==> config.mk <==
export PLATFORM = sky130hd
export DESIGN_NAME = eplb_ctrl
export DESIGN_NICKNAME = d
export VERILOG_FILES = /design/src/hdl/eplb_pkg.sv /design/src/hdl/eplb_ctrl.sv
export SDC_FILE = /design/constraint.sdc
export NUM_CORES = 1
export LEC_CHECK = 0
export BUFFER_PORTS_ARGS = -buffer_cell sky130_fd_sc_hd__buf_2
export CAP_MARGIN = 25
export CORE_AREA = 5 5 91 51
export DETAILED_ROUTE_END_ITERATION = 10
export DIE_AREA = 0 0 96 56
export HOLD_SLACK_MARGIN = 0.03
export PLACE_DENSITY_LB_ADDON = 0.3
export SYNTH_ARGS = -nofsm -noshare
export SYNTH_HDL_FRONTEND = slang
export SYNTH_SLANG_ARGS = --single-unit
==> constraint.sdc <==
create_clock -name aclk -period 4.3 [get_ports aclk]
set_input_delay 0.86 -clock aclk [delete_from_list [all_inputs] [get_ports aclk]]
set_output_delay 0.86 -clock aclk [all_outputs]
set_load 0.02 [all_outputs]
==> src/hdl/eplb_pkg.sv <==
// ----------------------------------------------------------------------------
// eplb_pkg
// Constants, types and helper functions of the PCM line block encoder.
// ----------------------------------------------------------------------------
package eplb_pkg;
    localparam int RingDepth = 113;
    localparam int SlotW     = $clog2(RingDepth);
    localparam int AddrW     = SlotW + 2;
    localparam int MemDepth  = RingDepth * 4;

    localparam logic [0:0] CfgSixteen  = 1'b0;
    localparam logic [0:0] CfgEmphasis = 1'b1;

    localparam logic [15:0] CrcPoly  = 16'h1021;
    localparam logic [15:0] CrcInit  = 16'hFFFF;
    localparam logic [13:0] LfsrTap  = 14'h0101;
    localparam logic [13:0] SyncA    = 14'h3333;
    localparam logic [13:0] SyncB    = 14'h0CCC;

    localparam logic signed [17:0] CoefX  = 18'sd38156;
    localparam logic signed [17:0] CoefX1 = -18'sd24051;
    localparam logic signed [17:0] CoefY1 = 18'sd2278;

    typedef logic [SlotW-1:0] slot_t;
    typedef logic [AddrW-1:0] addr_t;

    // Commands from the controller to the datapath.
    typedef struct packed {
        logic        load;      // capture input line
        logic        emph_en;   // run filter on sample emph_idx
        logic [2:0]  emph_idx;
        logic        wr_en;     // write one sample to ring
        logic [2:0]  wr_idx;
        logic        rd_en;     // issue ring read
        logic        rd_right;
        addr_t       rd_addr;
        logic        cap_en;    // capture previous read data
        logic [4:0]  cap_sel;
        logic        crc_start;
        logic        crc_step;
        logic [2:0]  crc_word;
        logic        out_load;
    } cmd_t;

    function automatic logic [13:0] top14(input logic [15:0] u);
        return u[15:2];
    endfunction

    function automatic logic [13:0] lfsr_step(input logic [13:0] w);
        logic [13:0] v;
        v = {w[12:0], 1'b0};
        if (w[13]) v = v ^ LfsrTap;
        return v;
    endfunction

    // Slot d blocks before k, modulo the ring depth.
    function automatic slot_t back(input slot_t k, input slot_t d);
        logic [SlotW:0] s;
        s = {1'b0, k} + (SlotW+1)'(RingDepth) - {1'b0, d};
        if (s >= (SlotW+1)'(RingDepth)) s = s - (SlotW+1)'(RingDepth);
        return s[SlotW-1:0];
    endfunction
endpackage

==> src/hdl/eplb_ctrl.sv <==
// ----------------------------------------------------------------------------
// eplb_ctrl
// Sequencer: filter, ring write, ring reads, CRC and output hand-off.
// ----------------------------------------------------------------------------
module eplb_ctrl (
    input  logic              aclk,
    input  logic              aresetn,
    input  logic              s_valid,
    output logic              s_ready,
    input  logic              s_command,
    input  logic              emphasis_on,
    input  logic              out_free,
    output eplb_pkg::cmd_t    cmd,
    output eplb_pkg::slot_t   slot
);
    typedef enum logic [2:0] {
        ST_IDLE, ST_EMPH, ST_WRITE, ST_READ, ST_CRC, ST_OUT
    } state_t;

    state_t              state_reg, state_next;
    logic [4:0]          cnt_reg, cnt_next;
    eplb_pkg::slot_t     slot_reg, slot_next;
    eplb_pkg::slot_t     rs;

    assign slot    = slot_reg;
    assign s_ready = (state_reg == ST_IDLE);

    // Read plan: 0..5 interleave words, 6..11 block k-96, 12..17 block k-112.
    always_comb begin
        logic [1:0] col;
        logic       rgt;
        eplb_pkg::slot_t d;
        state_next = state_reg;
        cnt_next   = cnt_reg;
        slot_next  = slot_reg;
        cmd        = '0;
        col = 2'd0; rgt = 1'b0; d = '0; rs = '0;
        case (state_reg)
            ST_IDLE: begin
                if (s_valid) begin
                    cmd.load = 1'b1;
                    cnt_next = '0;
                    if (s_command) state_next = ST_CRC;
                    else if (emphasis_on) state_next = ST_EMPH;
                    else state_next = ST_WRITE;
                    cmd.crc_start = s_command;
                end
            end
            ST_EMPH: begin
                cmd.emph_en  = 1'b1;
                cmd.emph_idx = cnt_reg[2:0];
                if (cnt_reg == 5'd5) begin
                    cnt_next = '0; state_next = ST_WRITE;
                end else cnt_next = cnt_reg + 5'd1;
            end
            ST_WRITE: begin
                cmd.wr_en  = 1'b1;
                cmd.wr_idx = cnt_reg[2:0];
                if (cnt_reg == 5'd5) begin
                    cnt_next = '0; state_next = ST_READ;
                end else cnt_next = cnt_reg + 5'd1;
            end
            ST_READ: begin
                if (cnt_reg < 5'd6) begin
                    rgt = cnt_reg[0];
                    col = cnt_reg[2:1];
                    d   = eplb_pkg::slot_t'(16 * cnt_reg);
                end else if (cnt_reg < 5'd12) begin
                    rgt = cnt_reg[0];
                    col = 2'((cnt_reg - 5'd6) >> 1);
                    d   = eplb_pkg::slot_t'(96);
                end else if (cnt_reg < 5'd18) begin
                    rgt = cnt_reg[0];
                    col = 2'((cnt_reg - 5'd12) >> 1);
                    d   = eplb_pkg::slot_t'(112);
                end
                rs = eplb_pkg::back(slot_reg, d);
                cmd.rd_en    = (cnt_reg < 5'd18);
                cmd.rd_right = rgt;
                cmd.rd_addr  = {rs, col};
                cmd.cap_en   = (cnt_reg != 5'd0);
                cmd.cap_sel  = cnt_reg - 5'd1;
                if (cnt_reg == 5'd18) begin
                    cmd.cap_en  = 1'b1;
                    cnt_next    = '0;
                    state_next  = ST_CRC;
                    cmd.crc_start = 1'b1;
                    slot_next = (slot_reg == eplb_pkg::slot_t'(eplb_pkg::RingDepth - 1))
                        ? '0 : slot_reg + 1'b1;
                end else cnt_next = cnt_reg + 5'd1;
            end
            ST_CRC: begin
                cmd.crc_step = 1'b1;
                cmd.crc_word = cnt_reg[2:0];
                if (cnt_reg == 5'd7) begin
                    cnt_next = '0; state_next = ST_OUT;
                end else cnt_next = cnt_reg + 5'd1;
            end
            ST_OUT: begin
                if (out_free) begin
                    cmd.out_load = 1'b1;
                    state_next   = ST_IDLE;
                end
            end
            default: state_next = ST_IDLE;
        endcase
    end

    always_ff @(posedge aclk) begin
        if (!aresetn) begin
            state_reg <= ST_IDLE;
            cnt_reg   <= '0;
            slot_reg  <= '0;
        end else begin
            state_reg <= state_next;
            cnt_reg   <= cnt_next;
            slot_reg  <= slot_next;
        end
    end
endmodule

# Yosys cells after proc, flatten, opt, wreduce, memory -nomap -nowiden

Index checks and enable logic that the tools add are counted.

Flip-flop bits (word level): 15
Bits of input ports: 6
Output and inout bits: 40
Logic and storage cells: 75

$add $sub $neg: 8
$lt $le $gt $ge: 4
Equality and inequality tests: 15
Mux-type cells: 38
Reductions and logical operators: 7

Operator list:

| operator                                                           | count |
|---|---|
| 2-to-1 mux 7 bit                                                   | 6 |
| 2-to-1 mux 3 bit                                                   | 7 |
| 2-to-1 mux 5 bit                                                   | 4 |
| one-hot mux 5 bit (4 select lines)                                 | 1 |
| one-hot mux 3 bit (6 select lines)                                 | 1 |
| 2-to-1 mux 17 bit                                                  | 1 |
| 2-to-1 mux 4 bit                                                   | 3 |
| inequality test 2 bit (second input constant)                      | 6 |
| equality test 5 x 3 -> 1 bit (second input constant)               | 2 |
| 2-to-1 mux 1 bit                                                   | 10 |
| adder 7 x 7 -> 8 bit (second input constant)                       | 1 |
| greater-or-equal comparator 8 x 7 -> 1 bit (second input constant) | 1 |
| 2-to-1 mux 2 bit                                                   | 4 |
| subtractor 8 x 7 -> 8 bit                                          | 1 |
| adder 7 x 1 -> 7 bit (second input constant)                       | 1 |
| equality test 7 bit (second input constant)                        | 1 |
| subtractor 7 bit (second input constant)                           | 1 |
| equality test 3 x 2 -> 1 bit (second input constant)               | 2 |
| equality test 3 bit (second input constant)                        | 2 |
| AND reduction 6 bit                                                | 1 |
| subtractor 3 bit (second input constant)                           | 2 |
| adder 5 x 1 -> 5 bit (second input constant)                       | 1 |
| equality test 5 bit (second input constant)                        | 1 |
| < comparator 5 x 3 -> 1 bit (second input constant)                | 1 |
| other kinds (10)                                                   | 11 |

# Logic depth before layout (Yosys ltp)

Word-level depth: 9
Gate-level depth with buffers: 12
Mapped depth without buffers: 12

# Worst setup path before layout

No wires, ideal clock.

Path type: reg2out
Start point: register cnt_reg[2]
End point: output cmd[14] (netlist name)
Data arrival time: 3.234 ns
Required time: 3.440 ns
Setup slack: 0.206 ns
Cell stages (with the launch flop): 13
Path buffers: 0
Cells stage by stage: dfxtp_1 clkinv_1 ha_1 nand3b_1 o21ai_0 ha_1 inv_1 ha_1 or4b_2 o2111ai_2 nor2_1 o21ai_1 mux2i_1

RTL lines:

| item                     | line             | text |
|---|---|---|
| start: declaration       | eplb_ctrl.sv:21  | `logic [4:0] cnt_reg, cnt_next;` |
| start signal: assignment | eplb_ctrl.sv:116 | `cnt_reg <= cnt_next;` |
| end: declaration         | eplb_ctrl.sv:13  | `output eplb_pkg::cmd_t cmd,` |

==> key figures <==
Run status
  • Status: finished clean

Synthesis
  • Most used flip-flop cell after synthesis: dfxtp_1
  • Commonest cells post-synth: nand2_1 (24), inv_1 (22), ha_1 (20), o21ai_0 (20), nor2_1 (19)
  • Post-Syn Area: ~2000 sq um
  • Synth warnings: 0
  • Post-synth EDFFs: 0
  • Synthesized net count: ~300
  • Post-synth cell types: 61
  • Average cell area after synthesis: just over 7 sq um
  • Cell taking the most area after synthesis: dfxtp_1
  • Synth area leaders: dfxtp_1 (15%), ha_1 (13%), o21ai_0 (5.2%), nand2_1 (4.6%), inv_1 (4.3%)
  • Top cell type's share of synthesized area: 0.1546
  • Ys async rst share: 0
  • Post-synthesis cell count: 270
  • Sequential area share after synthesis: 0.1546
  • Cell with the most instances after synthesis: nand2_1
  • Yosys reg bits: 15

Setup path
  • Required time worst endpoint: approximately 3400 ps
  • Worst path bufs/invs: 3
  • CP Class: reg2out
  • Startpoint Class: flip-flop
  • CP endpoint kind: output port
  • Slowest cell on crit path: or3b_2
  • Slowest stage delay, CP: around 490 ps
  • Top fanout value on the critical path: 8
  • Worst Path Arrival: approximately 3300 ps
  • Largest delay share family, worst path: adder cells
  • Levels on crit path: 13
  • R2R cell count: 4
  • Worst R2R Setup Slack: just under 2000 ps
  • Crit-path cells: inv_1 > ha_2 > nand3b_1 > o21ai_0 > ha_1 > inv_1 > ha_4 > or3b_2 > mux2i_4 > o21ai_0 > o22ai_1 > mux2i_1 > buf_4

Power and ir drop
  • Leak: 0.9995 nW
  • Pint: roughly 550 uW
  • Comb power frac: 0.700
  • Psw: 584.4 uW
  • Clk pwr share: 0.104
  • PwrDens: around 480 nW/um^2
  • Switching Share: 0.5149
  • VDD IR max: around 0.00035 V
  • Share of power burned in registers: 0.196

Floorplan
  • Core Area: approximately 3700 sq um
  • Number of cell rows: 16
  • Die area: about 5400 sq um
  • I/O Pins: 46
  • Die Span X: 96 um
  • Starting Density: 0.5215
  • Die Height: about 56 um

Clocking
  • CTS tree: done
  • CTS Hold Buffers Added: 0
  • Num CTS Buffers: 3
  • Clock Path Buffers: 2
  • # H-tree levels: 1
  • Root Buffer Master: clkbuf_8
  • Clock-pin slew on the worst setup and hold paths: ~60 ps
  • Worst-Skew Late Latency: roughly 250 ps
  • # clock sinks: 15

Global route
  • Initial antenna violation count: 0
  • Grt total ovfl: 0
  • Largest net degree at the start of global routing: 23
  • Vias in the first global route: roughly 1,800
  • Global-route wire length before repair: 9.080 mm
  • GRT Total Usage: 0.2088

Drt
  • Vias per cell: approximately 5.8
  • Post-DR wirelength/cell: ~15 um
  • Drt total wl: about 5.6 mm
  • Post-route DRC: 0
  • Drt initial violations: 163
  • Antenna-violating nets left: 0
  • Initial DRT Pass Iterations: 4
  • Vias: about 2,100

Layout
  • Fill cells: roughly 350
  • Final Non-Filler Cells: roughly 370
  • Fin nets: around 340
  • Layout cells sized above 1: 0.2516
  • Synth-to-Final Area Change: 21.91%
  • ANT cells: 0
  • Max reg flops: 7

STA
  • Worst slew pin tran: 791.6 ps
  • Setup_tns: 0 ps
  • Worst Skew: 3.349 ps
  • Unrepaired setup endpoints after global routing: false
  • Count of final max-slew check failures: 0
  • Tcrit/Tclk final: 0.9587
  • Min cycle time layout: between 4000 and 5000 ps
  • FMAX: between 0.2 and 0.25 GHz
  • Slew headroom: 0.4691
  • Fin. Hold Viols: 0
  • Final setup vio count: 0

Placed design
  • Placed Cells: approximately 360
  • GP Congestion: ~0.9
  • Detailed placement HPWL: between 4 and 5 mm
  • Input/output buffers: 45

Min path
  • Hold Path Class: reg2reg
  • Hold depth: 2

Flow run
  • Max Cap Viol: 0
layout by cell type, fill, tap and decap left out, types with 3 or more instances in the layout:
master and n:
buf_2 41, nand2_1 24, inv_1 22, o21ai_0 19
nor2_1 19, a21oi_1 15, ha_1 15, dfxtp_1 13
buf_4 12, nor3_1 10, nand3_1 8, and2_1 6
xnor2_1 6, nand3b_1 5, nor3b_1 5, nor4_1 4
nor2b_1 4, o21bai_1 4, o211ai_1 4, mux2i_1 4
or2_2 3, nand2b_1 3, or3_1 3, and3_1 3
o22ai_1 3, a22oi_1 3, ha_4 3, clkbuf_8 3
what timing repair did:
item                                    CTS  global route
buffers inserted                          1             0
pin swaps                                 0             3
gates resized for setup                   6            15
endpoints found under the setup margin    6             7
through the flow:
stage	hold slack (ps)	instance area (sq um)	total power, mW	utilization	setup slack (ps)
floorplan	581.5	1942	0.7848	-	205.7
global placement	517.2	2227	0.9463	0.5981	233.8
detailed placement	549.4	2227	0.9531	0.5981	138.3
CTS	559.6	2300	1.078	0.6176	0.6499
global route	599.3	2367	1.227	0.6358	3.967
finish	560.7	2367	1.135	0.6358	177.5
worst min-delay path, stage by stage, from the launching register on:
cell	delay, ps
dfxtp_1	350
o21ai_0	100
a21oi_1	60
area by class of cell:
cell class                 count  area [sq um]  share of cell area
tap                           54         67.56             0.02854
timing repair buffer          53         295.3              0.1247
clock buffer                   4         45.04             0.01903
inverter                      24         90.09             0.03805
sequential                    15         307.8              0.1300
multi-input combinational    218          1562              0.6596
cell families after synthesis:
family / after synthesis / synth area share
fa+ha+maj: 21 / 0.1340
mux: 5 / 0.02577
compound gates: 73 / 0.2500
flops: 15 / 0.1546
buf+inv: 37 / 0.07732
simple gates: 111 / 0.3222
xor+xnor: 8 / 0.03608
worst paths after layout:
check	from	to
setup / recovery	cnt_reg[1]	cmd[15]
hold / removal	slot[4]	slot[4]
hold reg to reg	slot[4]	slot[4]
setup reg to reg	state_reg[2]	slot[5]
metal layers:
layer | wire length [um] | track usage
met5 | 0 | 0
met2 | 2131 | 0.2659
met1 | 2905 | 0.3500
met4 | 14 | 0.02024
met3 | 522 | 0.04595
power by group through the flow:
| stage | logic, mW | clock network, mW | registers [mW] |
|---|---|---|---|
| 2_1_floorplan | 0.606 | 0 | 0.179 |
| 3_3_place_gp | 0.724 | 0 | 0.222 |
| 3_5_place_dp | 0.729 | 0 | 0.224 |
| 4_1_cts | 0.735 | 0.120 | 0.223 |
| 5_1_grt | 0.871 | 0.128 | 0.228 |
| 6_report | 0.794 | 0.118 | 0.223 |
Power figures use the tool's default switching activity.
